$ cat src/hdl/nfcfr_pkg.sv
`default_nettype none
package nfcfr_pkg;

  // Receive parser phases; codes above PH_POST behave as hunting.
  typedef enum logic [3:0] {
    PH_HUNT = 4'd0,
    PH_LEN  = 4'd1,
    PH_LCS  = 4'd2,
    PH_TFI  = 4'd3,
    PH_CMD  = 4'd4,
    PH_DATA = 4'd5,
    PH_DCS  = 4'd6,
    PH_POST = 4'd7
  } phase_t;

  typedef logic [2:0] kind_t;

  localparam kind_t KIND_PAYLOAD  = 3'd0;
  localparam kind_t KIND_GOOD     = 3'd1;
  localparam kind_t KIND_ACK      = 3'd2;
  localparam kind_t KIND_LEN_ERR  = 3'd3;
  localparam kind_t KIND_DCS_ERR  = 3'd4;
  localparam kind_t KIND_POST_ERR = 3'd5;

  localparam logic [7:0] BYTE_ZERO = 8'h00;
  localparam logic [7:0] BYTE_FF   = 8'hff;
  localparam logic [7:0] MIN_LEN   = 8'd2;

  typedef struct packed {
    kind_t      kind;
    logic [7:0] payload_byte;
    logic [7:0] frame_id;
    logic [7:0] cmd_byte;
    logic       frame_end;
  } result_t;

endpackage
`default_nettype wire

$ cat src/hdl/nfcfr_parser.sv
`default_nettype none
module nfcfr_parser (
  input  wire                    clk,
  input  wire                    rst_n,
  input  wire                    step,
  input  wire  [7:0]             rx_byte,
  output logic                   res_valid,
  output nfcfr_pkg::result_t     res
);

  nfcfr_pkg::phase_t phase_r, phase_nxt;
  logic       zero_seen_r, zero_seen_nxt;
  logic [7:0] frame_length_r, frame_length_nxt;
  logic [7:0] bytes_left_r, bytes_left_nxt;
  logic [7:0] running_sum_r, running_sum_nxt;
  logic [7:0] held_frame_id_r, held_frame_id_nxt;
  logic [7:0] held_command_r, held_command_nxt;

  logic [7:0] sum_plus_b;
  logic [7:0] len_chk;
  logic [7:0] left_dec;
  logic       is_ack;
  logic       len_bad;

  assign sum_plus_b = running_sum_r + rx_byte;
  assign len_chk    = frame_length_r + rx_byte;
  assign left_dec   = bytes_left_r - 8'd1;
  assign is_ack     = (frame_length_r == nfcfr_pkg::BYTE_ZERO) &&
                      (rx_byte == nfcfr_pkg::BYTE_FF);
  assign len_bad    = (len_chk != nfcfr_pkg::BYTE_ZERO) ||
                      (frame_length_r < nfcfr_pkg::MIN_LEN);

  // next state
  always_comb begin
    phase_nxt         = phase_r;
    zero_seen_nxt     = zero_seen_r;
    frame_length_nxt  = frame_length_r;
    bytes_left_nxt    = bytes_left_r;
    running_sum_nxt   = running_sum_r;
    held_frame_id_nxt = held_frame_id_r;
    held_command_nxt  = held_command_r;
    case (phase_r)
      nfcfr_pkg::PH_LEN: begin
        frame_length_nxt = rx_byte;
        phase_nxt        = nfcfr_pkg::PH_LCS;
      end
      nfcfr_pkg::PH_LCS: begin
        if (is_ack || len_bad) begin
          phase_nxt     = nfcfr_pkg::PH_HUNT;
          zero_seen_nxt = 1'b0;
        end else begin
          bytes_left_nxt    = frame_length_r - nfcfr_pkg::MIN_LEN;
          running_sum_nxt   = nfcfr_pkg::BYTE_ZERO;
          held_frame_id_nxt = nfcfr_pkg::BYTE_ZERO;
          held_command_nxt  = nfcfr_pkg::BYTE_ZERO;
          phase_nxt         = nfcfr_pkg::PH_TFI;
        end
      end
      nfcfr_pkg::PH_TFI: begin
        held_frame_id_nxt = rx_byte;
        running_sum_nxt   = sum_plus_b;
        phase_nxt         = nfcfr_pkg::PH_CMD;
      end
      nfcfr_pkg::PH_CMD: begin
        held_command_nxt = rx_byte;
        running_sum_nxt  = sum_plus_b;
        phase_nxt        = (bytes_left_r != nfcfr_pkg::BYTE_ZERO) ?
                           nfcfr_pkg::PH_DATA : nfcfr_pkg::PH_DCS;
      end
      nfcfr_pkg::PH_DATA: begin
        running_sum_nxt = sum_plus_b;
        bytes_left_nxt  = left_dec;
        if (left_dec == nfcfr_pkg::BYTE_ZERO) begin
          phase_nxt = nfcfr_pkg::PH_DCS;
        end
      end
      nfcfr_pkg::PH_DCS: begin
        running_sum_nxt = sum_plus_b;
        if (sum_plus_b != nfcfr_pkg::BYTE_ZERO) begin
          phase_nxt     = nfcfr_pkg::PH_HUNT;
          zero_seen_nxt = 1'b0;
        end else begin
          phase_nxt = nfcfr_pkg::PH_POST;
        end
      end
      nfcfr_pkg::PH_POST: begin
        phase_nxt     = nfcfr_pkg::PH_HUNT;
        zero_seen_nxt = 1'b0;
      end
      default: begin
        if (zero_seen_r && (rx_byte == nfcfr_pkg::BYTE_FF)) begin
          zero_seen_nxt = 1'b0;
          phase_nxt     = nfcfr_pkg::PH_LEN;
        end else begin
          phase_nxt     = nfcfr_pkg::PH_HUNT;
          zero_seen_nxt = (rx_byte == nfcfr_pkg::BYTE_ZERO);
        end
      end
    endcase
  end

  // result
  always_comb begin
    res_valid        = 1'b0;
    res.kind         = nfcfr_pkg::KIND_PAYLOAD;
    res.payload_byte = nfcfr_pkg::BYTE_ZERO;
    res.frame_id     = held_frame_id_r;
    res.cmd_byte     = held_command_r;
    res.frame_end    = 1'b1;
    case (phase_r)
      nfcfr_pkg::PH_LCS: begin
        res_valid        = is_ack || len_bad;
        res.kind         = is_ack ? nfcfr_pkg::KIND_ACK : nfcfr_pkg::KIND_LEN_ERR;
        res.frame_id     = nfcfr_pkg::BYTE_ZERO;
        res.cmd_byte     = nfcfr_pkg::BYTE_ZERO;
      end
      nfcfr_pkg::PH_DATA: begin
        res_valid        = 1'b1;
        res.kind         = nfcfr_pkg::KIND_PAYLOAD;
        res.payload_byte = rx_byte;
        res.frame_end    = 1'b0;
      end
      nfcfr_pkg::PH_DCS: begin
        res_valid = (sum_plus_b != nfcfr_pkg::BYTE_ZERO);
        res.kind  = nfcfr_pkg::KIND_DCS_ERR;
      end
      nfcfr_pkg::PH_POST: begin
        res_valid = 1'b1;
        res.kind  = (rx_byte == nfcfr_pkg::BYTE_ZERO) ?
                    nfcfr_pkg::KIND_GOOD : nfcfr_pkg::KIND_POST_ERR;
      end
      default: begin
        res_valid = 1'b0;
      end
    endcase
  end

  always_ff @(posedge clk) begin
    if (!rst_n) begin
      phase_r         <= nfcfr_pkg::PH_HUNT;
      zero_seen_r     <= 1'b0;
      frame_length_r  <= '0;
      bytes_left_r    <= '0;
      running_sum_r   <= '0;
      held_frame_id_r <= '0;
      held_command_r  <= '0;
    end else if (step) begin
      phase_r         <= phase_nxt;
      zero_seen_r     <= zero_seen_nxt;
      frame_length_r  <= frame_length_nxt;
      bytes_left_r    <= bytes_left_nxt;
      running_sum_r   <= running_sum_nxt;
      held_frame_id_r <= held_frame_id_nxt;
      held_command_r  <= held_command_nxt;
    end
  end

endmodule
`default_nettype wire

$ cat src/hdl/nfc_controller_frame_receiver_unit.sv
`default_nettype none
// Channel  | Dir | Ports                                          | Handshake
// ---------+-----+------------------------------------------------+------------------
// input    | in  | in_rx_byte[7:0]                                | in_valid/in_stall
// result   | out | out_kind, out_payload_byte, out_frame_id,      | out_valid/out_stall
//          |     | out_cmd_byte, out_frame_end                    |
//
// One byte is taken per cycle while in_stall is low; its result (if any) is
// registered in the output register, or in the skid register if the output is stalled.
// A skid register behind the output register holds one result while the
// consumer stalls; in_stall is that skid register's full flag, so it is a
// registered signal. Synchronous active-low reset returns the parser to hunting
// for 00 FF and empties both result registers.
module nfc_controller_frame_receiver_unit (
  input  wire         clk,
  input  wire         rst_n,
  input  wire         in_valid,
  output logic        in_stall,
  input  wire  [7:0]  in_rx_byte,
  output logic        out_valid,
  input  wire         out_stall,
  output logic [2:0]  out_kind,
  output logic [7:0]  out_payload_byte,
  output logic [7:0]  out_frame_id,
  output logic [7:0]  out_cmd_byte,
  output logic        out_frame_end
);

  logic                in_acc;
  logic                res_valid;
  nfcfr_pkg::result_t  res;

  // Output register and skid register.
  logic                out_valid_r, out_valid_nxt;
  nfcfr_pkg::result_t  out_res_r, out_res_nxt;
  logic                skid_valid_r, skid_valid_nxt;
  nfcfr_pkg::result_t  skid_res_r, skid_res_nxt;

  logic                out_free;

  // A byte transaction is taken whenever the skid register is empty.
  assign in_stall = skid_valid_r;
  assign in_acc   = in_valid && !skid_valid_r;

  nfcfr_parser u_parser (
    .clk       (clk),
    .rst_n     (rst_n),
    .step      (in_acc),
    .rx_byte   (in_rx_byte),
    .res_valid (res_valid),
    .res       (res)
  );

  // Output register can be loaded when empty or drained this cycle.
  assign out_free = !out_valid_r || !out_stall;

  always_comb begin
    out_valid_nxt  = out_valid_r;
    out_res_nxt    = out_res_r;
    skid_valid_nxt = skid_valid_r;
    skid_res_nxt   = skid_res_r;
    if (out_free) begin
      if (skid_valid_r) begin
        // no new result this cycle: the input is stalled
        out_valid_nxt  = 1'b1;
        out_res_nxt    = skid_res_r;
        skid_valid_nxt = 1'b0;
      end else begin
        out_valid_nxt = in_acc && res_valid;
        out_res_nxt   = res;
      end
    end else if (in_acc && res_valid) begin
      skid_valid_nxt = 1'b1;
      skid_res_nxt   = res;
    end
  end

  always_ff @(posedge clk) begin
    if (!rst_n) begin
      out_valid_r  <= 1'b0;
      skid_valid_r <= 1'b0;
    end else begin
      out_valid_r  <= out_valid_nxt;
      skid_valid_r <= skid_valid_nxt;
    end
  end

  // payload, no reset needed
  always_ff @(posedge clk) begin
    out_res_r  <= out_res_nxt;
    skid_res_r <= skid_res_nxt;
  end

  assign out_valid        = out_valid_r;
  assign out_kind         = out_res_r.kind;
  assign out_payload_byte = out_res_r.payload_byte;
  assign out_frame_id     = out_res_r.frame_id;
  assign out_cmd_byte     = out_res_r.cmd_byte;
  assign out_frame_end    = out_res_r.frame_end;

endmodule
`default_nettype wire

$ cat config.mk
export PLATFORM = sky130hd
export DESIGN_NAME = nfc_controller_frame_receiver_unit
export DESIGN_NICKNAME = d
export VERILOG_FILES = /design/src/hdl/nfcfr_pkg.sv /design/src/hdl/nfcfr_parser.sv /design/src/hdl/nfc_controller_frame_receiver_unit.sv
export SDC_FILE = /design/constraint.sdc
export NUM_CORES = 1
export LEC_CHECK = 0
export ABC_CLOCK_PERIOD_IN_PS = 10700
export BUFFER_PORTS_ARGS = -buffer_cell sky130_fd_sc_hd__buf_4
export CAP_MARGIN = 20
export CORE_MARGIN = 1.5
export CORE_UTILIZATION = 60
export DETAILED_ROUTE_END_ITERATION = 10
export GPL_TIMING_DRIVEN = 1
export PLACE_DENSITY = 0.8
export SLEW_MARGIN = 20
export SYNTH_ARGS = -nofsm -noshare
export SYNTH_HDL_FRONTEND = slang
export SYNTH_SLANG_ARGS = --single-unit
$ cat constraint.sdc
create_clock -name clk -period 10.7 [get_ports clk]
set_input_delay 1.07 -clock clk [delete_from_list [all_inputs] [get_ports clk]]
set_output_delay 1.07 -clock clk [all_outputs]
set_load 0.01 [all_outputs]
==> impl_summary.log, run 1 <==
[metrics] diode count: 0
[metrics] total routed wirelength: 11300 um
[metrics] fin crit period: 4.04 ns
[metrics] fraction of final layout cells sized beyond drive strength 1: 0.203
[metrics] max-cap violations: 0
[metrics] full die area: 9340 um2
[metrics] initial core utilization: 0.631
[metrics] leading area contributor after synthesis: sky130_fd_sc_hd__edfxtp_1
[metrics] first-pass GRT wire length: 18300 um
[metrics] total number of nets in the final design: 558
[metrics] # setup viols final: 0
[metrics] sort of element at the start of the critical path: primary input
[metrics] RSZ-0062 raised after global routing: no
[metrics] cell chosen for the clock root: sky130_fd_sc_hd__clkbuf_8
[metrics] post-placement cell area: 5640 um2
[metrics] Setup TNS: 0 ns
[metrics] arrival time at the worst endpoint: 4.09 ns
[metrics] H-tree lvl count: 3
[metrics] Chip Width: 96.6 um
[metrics] Power Dens Cells: 115 nW/um2
[metrics] number of buffers added on ports: 41
[metrics] total via count in the routed design: 3891
[metrics] DR pass1 iterations: 5
[metrics] top post-synthesis cells by area: sky130_fd_sc_hd__edfxtp_1, sky130_fd_sc_hd__dfxtp_1, sky130_fd_sc_hd__mux2_2, sky130_fd_sc_hd__ha_1, sky130_fd_sc_hd__nand2_1
[metrics] clock sinks: 102
[metrics] Hold WC Path Type: flop to flop
[metrics] synthesized cell area: 5260 um2
[metrics] Seq cells post-synth: 102
[metrics] maximum number of pins on one net before global-route repair: 51
[metrics] count of hold-fix buffers inserted at cts: 0
[metrics] main flop type after synthesis: sky130_fd_sc_hd__edfxtp_1
[metrics] peak supply drop: 0.0776 mV
[metrics] most frequent standard cell in the layout excluding fill and tap cells: sky130_fd_sc_hd__edfxtp_1
[metrics] clock latency on the worst-skew pair: 0.37 ns
[metrics] Top Ports: 42
[metrics] critical path type: primary input to flop
[metrics] most used cells in the layout excluding fill and tap cells: sky130_fd_sc_hd__edfxtp_1, sky130_fd_sc_hd__nand2_1, sky130_fd_sc_hd__dfxtp_1
[metrics] fraction of registers with async set or reset after synthesis: 0
[metrics] Post-Synthesis Cells: 492
[metrics] actual transition at the worst max-transition pin: 0.880 ns
[metrics] number of different library cells in the post-synthesis netlist: 63
[metrics] Synth Area per Inst: 10.7 um2
[metrics] achievable clock frequency: 248 MHz
[metrics] result of the run: complete, no violations
[metrics] number of warnings printed during yosys synthesis: 0
[metrics] initial detailed-routing violation count: 300
[metrics] area added between synthesis and finish: 10.9%
[metrics] WHS: 0.454 ns
[metrics] Clk pin slew, worst setup/hold paths: 0.10 ns
[metrics] crit share post-route: 0.377
[metrics] Setup WS pre-CTS: 6.33 ns
[metrics] Max-slew headroom: 0.410
[metrics] core region area: 8340 um2
[metrics] Leak Pwr: 2.26 nW
[metrics] number of antenna violations at the first check in global routing: 0
[metrics] syn nets: 523
[metrics] remaining design rule violation count: 0
[metrics] Post-synth EDFFs: 56
[metrics] number of buffers created by CTS: 9
[metrics] CTS tree: done
[metrics] portion of the post-synthesis area used by sequential elements: 0.495
[metrics] sum of overflow across all layers after global routing: 0
[metrics] total number of placement rows: 33
[metrics] post-CTS setup buffer count: 0
[metrics] share of the synthesized area in the top cell type: 0.320
[metrics] number of global-route vias before repair: 3756
[metrics] post-detail-place hpwl: 7850 um
[metrics] Layout Skew: 0.0151 ns
[metrics] GRT Resource Usage Total: 0.241
[metrics] number of pins exceeding their max-slew limit in the final report: 0
[metrics] total of cells resized after clock tree synthesis: 0
[metrics] routed vias/inst: 6.11
[metrics] endpoint kind of the worst setup timing path: flop
[metrics] Critical Path RT: 10.75 ns
[metrics] largest driver fanout on the critical path: 19
[metrics] final hold violation count: 0
[metrics] Antenna Violating Nets Remaining: 0
[metrics] Worst Setup Slack, final: 6.66 ns
[metrics] routed len/inst: 17.8 um
[metrics] post-route standard cell area excluding fillers: 5830 um2
[metrics] Routability Congestion: 0.943
[metrics] Max Buffers Root-to-Sink: 2
[metrics] Fillers: 625
[metrics] Die Y: 96.6 um
[metal layers]
layer	part of all wire	global-route usage	up-vias
met5	0	0	-
met4	0.027	0.0858	0
met3	0.056	0.0426	27
met2	0.48	0.400	144
met1	0.44	0.320	1838
li1	-	-	1882
[final cells by class]
| class | count | area, um2 | area share |
|---|---|---|---|
| clock inverter | 7 | 67.6 | 0.0116 |
| multi-input combinational | 358 | 2530 | 0.433 |
| inverter | 11 | 41.3 | 0.00708 |
| clock buffer | 9 | 124 | 0.0212 |
| timing repair buffer | 45 | 338 | 0.0579 |
| sequential | 102 | 2600 | 0.446 |
| tap | 105 | 131 | 0.0225 |
[power by group]
| group | total [mW] | internal, mW | switching (mW) |
|---|---|---|---|
| registers | 0.408 | 0.408 | 0.00000242 |
| logic | 0.0291 | 0.0104 | 0.0187 |
| clock network | 0.234 | 0.0904 | 0.144 |
| total | 0.672 | 0.509 | 0.163 |
[sequential cells by signal (all words and copies together), names as in the netlist, 3 cells and up]
register / cells
u_parser.held_frame_id_r: 8
u_parser.bytes_left_r: 8
u_parser.held_command_r: 8
out_frame_id: 8
out_kind: 3
u_parser.frame_length_r: 8
skid_res_r: 28
out_cmd_byte: 8
out_payload_byte: 8
u_parser.running_sum_r: 8
u_parser.phase_r: 3
[cell families after synthesis]
kind of cell / Yosys count / synth area share
buffers and inverters: 32 / 0.0257
muxes: 39 / 0.0830
DFF: 102 / 0.495
AOI/OAI and AO/OA: 108 / 0.142
and+or+nand+nor: 176 / 0.179
adders and majority gates: 19 / 0.0481
xor gates and xnor gates: 16 / 0.0266
[cells in the mapped netlist, types with 3 or more instances]
master and n:
sky130_fd_sc_hd__nor2_1 19, sky130_fd_sc_hd__a21oi_1 17, sky130_fd_sc_hd__mux2_2 27, sky130_fd_sc_hd__and2_1 27, sky130_fd_sc_hd__ha_1 17, sky130_fd_sc_hd__nand2b_1 6, sky130_fd_sc_hd__edfxtp_1 56, sky130_fd_sc_hd__a211oi_1 4
sky130_fd_sc_hd__nand3_1 10, sky130_fd_sc_hd__xor2_1 8, sky130_fd_sc_hd__nand4_1 7, sky130_fd_sc_hd__dfxtp_1 46, sky130_fd_sc_hd__or4_1 3, sky130_fd_sc_hd__o21a_1 3, sky130_fd_sc_hd__a21boi_0 11, sky130_fd_sc_hd__mux2i_1 11
sky130_fd_sc_hd__a31oi_1 3, sky130_fd_sc_hd__o31ai_1 3, sky130_fd_sc_hd__nor2b_1 13, sky130_fd_sc_hd__a22o_1 8, sky130_fd_sc_hd__inv_1 10, sky130_fd_sc_hd__nand2_1 53, sky130_fd_sc_hd__o21ai_0 24, sky130_fd_sc_hd__nor3_1 9
sky130_fd_sc_hd__xnor2_1 8, sky130_fd_sc_hd__clkbuf_1 18, sky130_fd_sc_hd__or3_1 8, sky130_fd_sc_hd__o211ai_1 3, sky130_fd_sc_hd__nor4_1 4, sky130_fd_sc_hd__o21ai_1 9
[path summary, 6_finish.rpt]
check / start / end / slack (ns) / cells after the start
hold reg to reg: u_parser.running_sum_r[4] / u_parser.running_sum_r[4] / 0.45 / 2
setup reg to reg: u_parser.frame_length_r[0] / skid_res_r[26] / 7.16 / 10
setup / recovery: in_rx_byte[0] / skid_res_r[26] / 6.66 / 11
hold / removal: u_parser.running_sum_r[4] / u_parser.running_sum_r[4] / 0.45 / 2
[metrics by stage]
| step | util | cells | power, mW |
|---|---|---|---|
| after floorplan | - | 492 | 0.434 |
| after global placement | 0.676 | 621 | 0.445 |
| after detailed placement | 0.676 | 621 | 0.446 |
| after CTS | 0.699 | 637 | 0.675 |
| after global routing | 0.699 | 637 | 0.693 |
| final | 0.699 | 637 | 0.672 |
[worst max-delay path, stage by stage]
cell	delay, ns
sky130_fd_sc_hd__buf_4	0.16
sky130_fd_sc_hd__ha_1	0.24
sky130_fd_sc_hd__fa_1	0.43
sky130_fd_sc_hd__a211oi_1	0.41
sky130_fd_sc_hd__nand2b_1	0.16
sky130_fd_sc_hd__mux4_2	0.24
sky130_fd_sc_hd__a21oi_2	0.07
sky130_fd_sc_hd__nand2_2	0.13
sky130_fd_sc_hd__a2bb2oi_1	0.12
sky130_fd_sc_hd__nor3_2	0.66
sky130_fd_sc_hd__buf_4	0.39
No activity file was read; power rests on OpenSTA's default activity.
==> run 2, diff against run 1 <==
--- a/config.mk
+++ b/config.mk
@@ -5,14 +5,14 @@
 export SDC_FILE = /design/constraint.sdc
 export NUM_CORES = 1
 export LEC_CHECK = 0
-export ABC_CLOCK_PERIOD_IN_PS = 10700
+export ABC_CLOCK_PERIOD_IN_PS = 3700
 export BUFFER_PORTS_ARGS = -buffer_cell sky130_fd_sc_hd__buf_4
 export CAP_MARGIN = 20
 export CORE_MARGIN = 1.5
-export CORE_UTILIZATION = 60
+export CORE_UTILIZATION = 54
 export DETAILED_ROUTE_END_ITERATION = 10
 export GPL_TIMING_DRIVEN = 1
-export PLACE_DENSITY = 0.8
+export PLACE_DENSITY = 0.76
 export SLEW_MARGIN = 20
 export SYNTH_ARGS = -nofsm -noshare
 export SYNTH_HDL_FRONTEND = slang
==> constraint.sdc (replaced) <==
create_clock -name clk -period 3.7 [get_ports clk]
set_input_delay 0.37 -clock clk [delete_from_list [all_inputs] [get_ports clk]]
set_output_delay 0.37 -clock clk [all_outputs]
set_load 0.01 [all_outputs]
==> run 2 against run 1 <==
Compared with the run above: non-clock buffer count up 4; largest cell class unchanged; clock skew rose by 0.0024 ns; first-iteration DRC count decreased by 1.0%; critical endpoint is now skid_res_r[7]; utilization decreased by 6.8 points; routed wire length shrank 2.7%; highest routed layer unchanged.
==> impl_summary.log, run 2 (synthesized netlist as in run 1, its figures left out) <==
[metrics] diode count: 0 (unchanged)
[metrics] number of buffers created by CTS: 9 (unchanged)
[metrics] fraction of final layout cells sized beyond drive strength 1: 0.207 (+0.00408)
[metrics] number of antenna violations at the first check in global routing: 0 (unchanged)
[metrics] GRT Resource Usage Total: 0.231 (-0.0107)
[metrics] max FFs per register: 28 (unchanged)
[metrics] count of hold-fix buffers inserted at cts: 0 (unchanged)
[metrics] routed len/inst: 16.6 um (-6.8%)
[metrics] Hold WC Path Type: primary input to flop
[metrics] number of buffers added on ports: 41 (unchanged)
[metrics] Critical-path top delay cell: sky130_fd_sc_hd__mux4_2
[metrics] WHS: 0.311 ns (-0.143 ns)
[metrics] Power Dens Cells: 327 nW/um2 (+180%)
[metrics] largest driver fanout on the critical path: 21 (+2)
[metrics] routed vias/inst: 5.78 (-5.3%)
[metrics] total number of placement rows: 35 (+6.1%)
[metrics] ordered list of cells on the worst path: ha_1 > fa_1 > a21oi_1 > nand3b_1 > mux4_2 > a21oi_2 > nand2_2 > a2bb2oi_1 > nor3_4 > buf_4
[metrics] RSZ-0062 raised after global routing: no
[metrics] crit share post-route: 0.857
[metrics] area added between synthesis and finish: 12.0%
[metrics] clock sinks: 102 (unchanged)
[metrics] total routed wirelength: 11000 um (-2.7%)
[metrics] post-detail-place hpwl: 7790 um (-0.75%)
[metrics] post-CTS setup buffer count: 0 (unchanged)
[metrics] cell chosen for the clock root: sky130_fd_sc_hd__clkbuf_8
[metrics] CTS tree: done
[metrics] remaining design rule violation count: 0 (unchanged)
[metrics] endpoint kind of the worst setup timing path: flop
[metrics] sum of overflow across all layers after global routing: 0 (unchanged)
[metrics] Layout Skew: 0.0175 ns (+0.00244 ns)
[metrics] Top Ports: 42 (unchanged)
[metrics] DR pass1 iterations: 5 (unchanged)
[metrics] initial core utilization: 0.564 (-0.0667)
[metrics] result of the run: complete, no violations
[metrics] initial detailed-routing violation count: 297 (-1.0%)
[metrics] Reg with most FFs: skid_res_r
[metrics] critical path type: flop to flop
[metrics] most used cells in the layout excluding fill and tap cells: sky130_fd_sc_hd__edfxtp_1, sky130_fd_sc_hd__nand2_1, sky130_fd_sc_hd__buf_4
[metrics] final hold violation count: 0 (unchanged)
[metrics] Max-slew headroom: 0.400 (-0.0105)
[metrics] Routability Congestion: 0.878 (-7.0%)
[metrics] arrival time at the worst endpoint: 3.27 ns (-0.82 ns)
[metrics] achievable clock frequency: 315 MHz
[metrics] Antenna Violating Nets Remaining: 0 (unchanged)
[metrics] Leak Pwr: 2.32 nW (+2.5%)
[metrics] # setup viols final: 0 (unchanged)
[metrics] Die Y: 102 um (+5.2%)
[metrics] number of global-route vias before repair: 3674 (-2.2%)
[metrics] largest delay contributor family on the critical path: compound AO/OA/AOI/OAI gates
[metrics] actual transition at the worst max-transition pin: 0.893 ns (+0.0137 ns)
[metrics] H-tree lvl count: 3 (unchanged)
[metrics] full die area: 10300 um2 (+11%)
[metrics] peak supply drop: 0.179 mV (+130%)
[metrics] number of pins exceeding their max-slew limit in the final report: 0 (unchanged)
[metrics] Setup TNS: 0 ns (unchanged)
[metrics] Clk pin slew, worst setup/hold paths: 0.10 ns (about the same)
[metrics] core region area: 9330 um2 (+12%)
[metrics] Max stage delay on crit path: 0.46 ns (-0.20 ns)
[metrics] total number of nets in the final design: 562 (+0.72%)
[metrics] CP Buf/Inv Count: 1 (-1)
[metrics] total via count in the routed design: 3846 (-1.2%)
[metrics] Max Buffers Root-to-Sink: 2 (unchanged)
[metrics] Fillers: 763 (+22%)
[metrics] fin crit period: 3.17 ns
[metrics] Chip Width: 102 um (+5.2%)
[metrics] Finished Core Util: 0.631 (-0.0678)
[metrics] sort of element at the start of the critical path: flop
[metrics] clock latency on the worst-skew pair: 0.37 ns (about the same)
[metrics] total of cells resized after clock tree synthesis: 0 (unchanged)
[metrics] most frequent standard cell in the layout excluding fill and tap cells: sky130_fd_sc_hd__edfxtp_1
[metrics] maximum number of pins on one net before global-route repair: 51 (unchanged)
[metrics] Critical Path RT: 3.80 ns (-6.95 ns)
[metrics] max-cap violations: 0 (unchanged)
[metrics] first-pass GRT wire length: 18300 um (about the same)
## run 2: cell count changes in the layout (fill, tap and decap cells not counted), sizes merged
cell      previous run  this run
buf                 45        49
clkbuf               9        10
clkinv               5         2
clkinvlp             0         2
## run 2: report_power, final
| part | internal, mW | switching, mW | total (mW) |
|---|---|---|---|
| clock network | 0.258 | 0.403 | 0.661 |
| logic | 0.0308 | 0.0539 | 0.0847 |
| registers | 1.18 | 0.00000767 | 1.18 |
| total | 1.47 | 0.457 | 1.93 |
## run 2: worst min-delay path, stage by stage
cell and delay (ns):
sky130_fd_sc_hd__buf_4 0.13, sky130_fd_sc_hd__nand3_1 0.06, sky130_fd_sc_hd__o21ai_0 0.06
## run 2: final cells by class
| class | instances | area (um2) | area share |
|---|---|---|---|
| flip-flops and latches | 102 | 2600 | 0.442 |
| well taps | 129 | 161 | 0.0274 |
| clock inverters | 6 | 55.1 | 0.00935 |
| clock buffers | 10 | 128 | 0.0217 |
| multi-input cells | 358 | 2530 | 0.430 |
| inverters | 11 | 41.3 | 0.00701 |
| repair buffers | 49 | 368 | 0.0625 |
## run 2: path summary, 6_finish.rpt
path | slack [ns] | cells after the start | to | startpoint
max | 0.53 | 10 | skid_res_r[7] | u_parser.frame_length_r[0]
min | 0.31 | 3 | in_stall | in_valid
max reg2reg | 0.53 | 10 | skid_res_r[7] | u_parser.frame_length_r[0]
min reg2reg | 0.46 | 2 | u_parser.running_sum_r[4] | u_parser.running_sum_r[4]
## run 2: routing by layer
metal	vias up	global-route usage	part of all wire
met4	0	0.105	0.032
met1	1841	0.309	0.45
met3	24	0.0324	0.034
met2	91	0.373	0.48
li1	1890	-	-
met5	-	0	0
## run 2: metrics by stage
stage | total power [mW] | setup WS, ns | cell area [um2] | cells
2_1_floorplan | 1.26 | 0.131 | 5260 | 492
3_3_place_gp | 1.29 | 0.394 | 5710 | 649
3_5_place_dp | 1.29 | 0.359 | 5710 | 649
4_1_cts | 1.94 | 0.533 | 5890 | 665
5_1_grt | 2.00 | 0.343 | 5890 | 665
6_report | 1.93 | 0.530 | 5890 | 665
==> run 3, diff against run 2 <==
--- a/config.mk
+++ b/config.mk
@@ -8,11 +8,11 @@
 export ABC_CLOCK_PERIOD_IN_PS = 3700
 export BUFFER_PORTS_ARGS = -buffer_cell sky130_fd_sc_hd__buf_4
 export CAP_MARGIN = 20
-export CORE_MARGIN = 1.5
-export CORE_UTILIZATION = 54
+export CORE_MARGIN = 2
+export CORE_UTILIZATION = 45
 export DETAILED_ROUTE_END_ITERATION = 10
-export GPL_TIMING_DRIVEN = 1
-export PLACE_DENSITY = 0.76
+export GPL_TIMING_DRIVEN = 0
+export PLACE_DENSITY = 0.65
 export SLEW_MARGIN = 20
 export SYNTH_ARGS = -nofsm -noshare
 export SYNTH_HDL_FRONTEND = slang
==> run 3 against run 2 <==
Compared with the run above: combinational power up 6.4%; flip-flop and latch count unchanged; register-to-register slack lost 0.24 ns; worst hold slack worse by 0.0091 ns; power increased by 13%; clock-buffer cell count is 1 lower; sequential power about the same; critical path depth decreased by 1; routed wire length up 9.6%; global-route usage decreased by 3.3 points; first-iteration DRC count down 30%; clock power is 38% higher; critical path type unchanged; largest cell class unchanged; highest routed layer unchanged.
==> impl_summary.log, run 3 (synthesized netlist as in run 1, its figures left out) <==
[metrics] # setup viols final: 0 (unchanged)
[metrics] final hold violation count: 0 (unchanged)
[metrics] Hold WC Path Type: primary input to flop
[metrics] number of global-route vias before repair: 3904 (+6.3%)
[metrics] endpoint kind of the worst setup timing path: flop
[metrics] sum of overflow across all layers after global routing: 0 (unchanged)
[metrics] fin crit period: 3.41 ns (+0.240 ns)
[metrics] DR pass1 iterations: 5 (unchanged)
[metrics] number of pins exceeding their max-slew limit in the final report: 0 (unchanged)
[metrics] total routed wirelength: 12100 um (+9.6%)
[metrics] Max-slew headroom: 0.374 (-0.0261)
[metrics] GRT Resource Usage Total: 0.198 (-0.0327)
[metrics] Chip Width: 112 um (+10%)
[metrics] Max Buffers Root-to-Sink: 2 (unchanged)
[metrics] Setup TNS: 0 ns (unchanged)
[metrics] CTS tree: done
[metrics] routed len/inst: 17.4 um (+5.3%)
[metrics] initial core utilization: 0.461 (-0.103)
[metrics] routed vias/inst: 5.75 (-0.58%)
[metrics] achievable clock frequency: 293 MHz (-7.0%)
[metrics] most frequent standard cell in the layout excluding fill and tap cells: sky130_fd_sc_hd__edfxtp_1
[metrics] arrival time at the worst endpoint: 3.51 ns (+0.24 ns)
[metrics] peak supply drop: 0.259 mV (+45%)
[metrics] clock sinks: 102 (unchanged)
[metrics] RSZ-0062 raised after global routing: no
[metrics] reg-to-reg startpoint: u_parser.running_sum_r[0]
[metrics] Critical-path top delay cell: sky130_fd_sc_hd__fa_1
[metrics] critical path type: flop to flop
[metrics] Routability Congestion: 0.899 (+2.4%)
[metrics] diode count: 0 (unchanged)
[metrics] Layout Skew: 0.00932 ns (-0.00818 ns)
[metrics] total number of placement rows: 39 (+11%)
[metrics] Power Dens Cells: 360 nW/um2 (+10%)
[metrics] number of buffers added on ports: 40 (-2.4%)
[metrics] Fillers: 1024 (+34%)
[metrics] number of buffers created by CTS: 9 (unchanged)
[metrics] initial detailed-routing violation count: 209 (-30%)
[metrics] post-detail-place hpwl: 8550 um (+9.6%)
[metrics] number of antenna violations at the first check in global routing: 0 (unchanged)
[metrics] most used cells in the layout excluding fill and tap cells: sky130_fd_sc_hd__edfxtp_1, sky130_fd_sc_hd__nand2_1, sky130_fd_sc_hd__dfxtp_1
[metrics] result of the run: complete, no violations
[metrics] Die Y: 112 um (+10%)
[metrics] remaining design rule violation count: 0 (unchanged)
[metrics] Critical Path Source: u_parser.running_sum_r[0]
[metrics] largest driver fanout on the critical path: 17 (-19%)
[metrics] Max stage delay on crit path: 0.45 ns (about the same)
[metrics] Hold Path Origin: in_valid
[metrics] Antenna Violating Nets Remaining: 0 (unchanged)
[metrics] worst reg-to-reg setup slack: 0.29 ns (-0.24 ns)
[metrics] total via count in the routed design: 3979 (+3.5%)
[metrics] maximum number of pins on one net before global-route repair: 31 (-39%)
[metrics] max-cap violations: 0 (unchanged)
[metrics] Reg with most FFs: skid_res_r
[metrics] Critical Path RT: 3.80 ns (about the same)
[metrics] cell chosen for the clock root: sky130_fd_sc_hd__clkbuf_16
[metrics] area added between synthesis and finish: 15.2%
[metrics] Clk pin slew, worst setup/hold paths: 0.07 ns (-0.03 ns)
[metrics] Top Ports: 42 (unchanged)
[metrics] crit share post-route: 0.922 (+0.0649)
[metrics] sort of element at the start of the critical path: flop
[metrics] full die area: 12600 um2 (+22%)
[metrics] actual transition at the worst max-transition pin: 0.932 ns (+0.0389 ns)
[metrics] clock latency on the worst-skew pair: 0.35 ns (-0.02 ns)
[metrics] core region area: 11400 um2 (+22%)
[metrics] first-pass GRT wire length: 19600 um (+7.4%)
[metrics] total number of nets in the final design: 575 (+2.3%)
[metrics] fraction of final layout cells sized beyond drive strength 1: 0.193 (-0.0140)
[metrics] H-tree lvl count: 3 (unchanged)
[metrics] Leak Pwr: 2.37 nW (+2.3%)
[metrics] max FFs per register: 28 (unchanged)
[metrics] ordered list of cells on the worst path: ha_1 > fa_1 > xor2_1 > or4_1 > or3_1 > nor4_4 > a2bb2oi_1 > nor3_4 > buf_8
[metrics] Finished Core Util: 0.531 (-0.101)
run 3: cell types whose count changed in the layout (fill, tap and decap cells not counted), moves of 2 or more:
| cell | delta |
|---|---|
| sky130_fd_sc_hd__buf_4 | -9 |
| sky130_fd_sc_hd__buf_6 | +2 |
| sky130_fd_sc_hd__clkbuf_1 | +17 |
| sky130_fd_sc_hd__clkbuf_16 | +9 |
| sky130_fd_sc_hd__clkbuf_8 | -9 |
| sky130_fd_sc_hd__clkinvlp_4 | -2 |
run 3: metal layers:
layer / routed length, um / share of wire / track usage / vias to the layer above
li1: - / - / - / 1917
met1: 5200 / 0.43 / 0.251 / 1918
met2: 5870 / 0.49 / 0.325 / 120
met3: 614 / 0.051 / 0.0421 / 24
met4: 372 / 0.031 / 0.0927 / 0
met5: 0 / 0 / 0 / -
run 3: path summary, 6_finish.rpt:
path	endpoint	cells after the start
worst min-delay path	out_valid	3
worst max-delay path	skid_res_r[22]	9
worst max register to register	skid_res_r[22]	9
worst min register to register	u_parser.running_sum_r[2]	2
run 3: through the flow:
| step | hold WS [ns] | area [um2] | power [mW] | std cells | setup slack (ns) |
|---|---|---|---|---|---|
| 6_report | 0.302 | 6060 | 2.18 | 692 | 0.290 |
| 5_1_grt | 0.307 | 6060 | 2.26 | 692 | 0.123 |
| 4_1_cts | 0.295 | 6050 | 2.20 | 692 | 0.164 |
| 3_5_place_dp | 0.450 | 5770 | 1.29 | 676 | -0.0901 |
| 3_3_place_gp | 0.440 | 5740 | 1.29 | 675 | -0.705 |
| 2_1_floorplan | 0.432 | 5260 | 1.26 | 492 | 0.131 |
run 3: final cells by class:
type                       instances  area (um2)  area share
timing repair buffer              41         315      0.0520
sequential                       102        2600       0.430
tap                              143         179      0.0295
inverter                          11        41.3     0.00682
buffer                            21        93.8      0.0155
clock buffer                       9         225      0.0372
multi-input combinational        358        2540       0.420
clock inverter                     7        57.6     0.00950
run 3: timing repair:
item | in CTS | in global routing
endpoints found under the hold margin | 0 | 0
hold buffers | 0 | 0
resized for setup | 0 | 1
setup buffers | 0 | 0
setup endpoints to repair | 0 | 17
run 3: worst max-delay path: cells and delay by family (launching register included):
kind                     cells  cell delay [ns]
flip-flops                   1             0.31
XOR/XNOR                     1             0.17
AO/OA/AOI/OAI                1             0.45
buffers and inverters        1             0.23
adder cells (fa/ha/maj)      2             0.67
AND/OR/NAND/NOR              4             1.31
run 3: where the power goes:
part	internal, mW	total (mW)	switching (mW)	leakage [nW]
clock network	0.467	0.913	0.446	0.141
registers	1.18	1.18	0.00000931	1.02
logic	0.0317	0.0901	0.0583	1.21
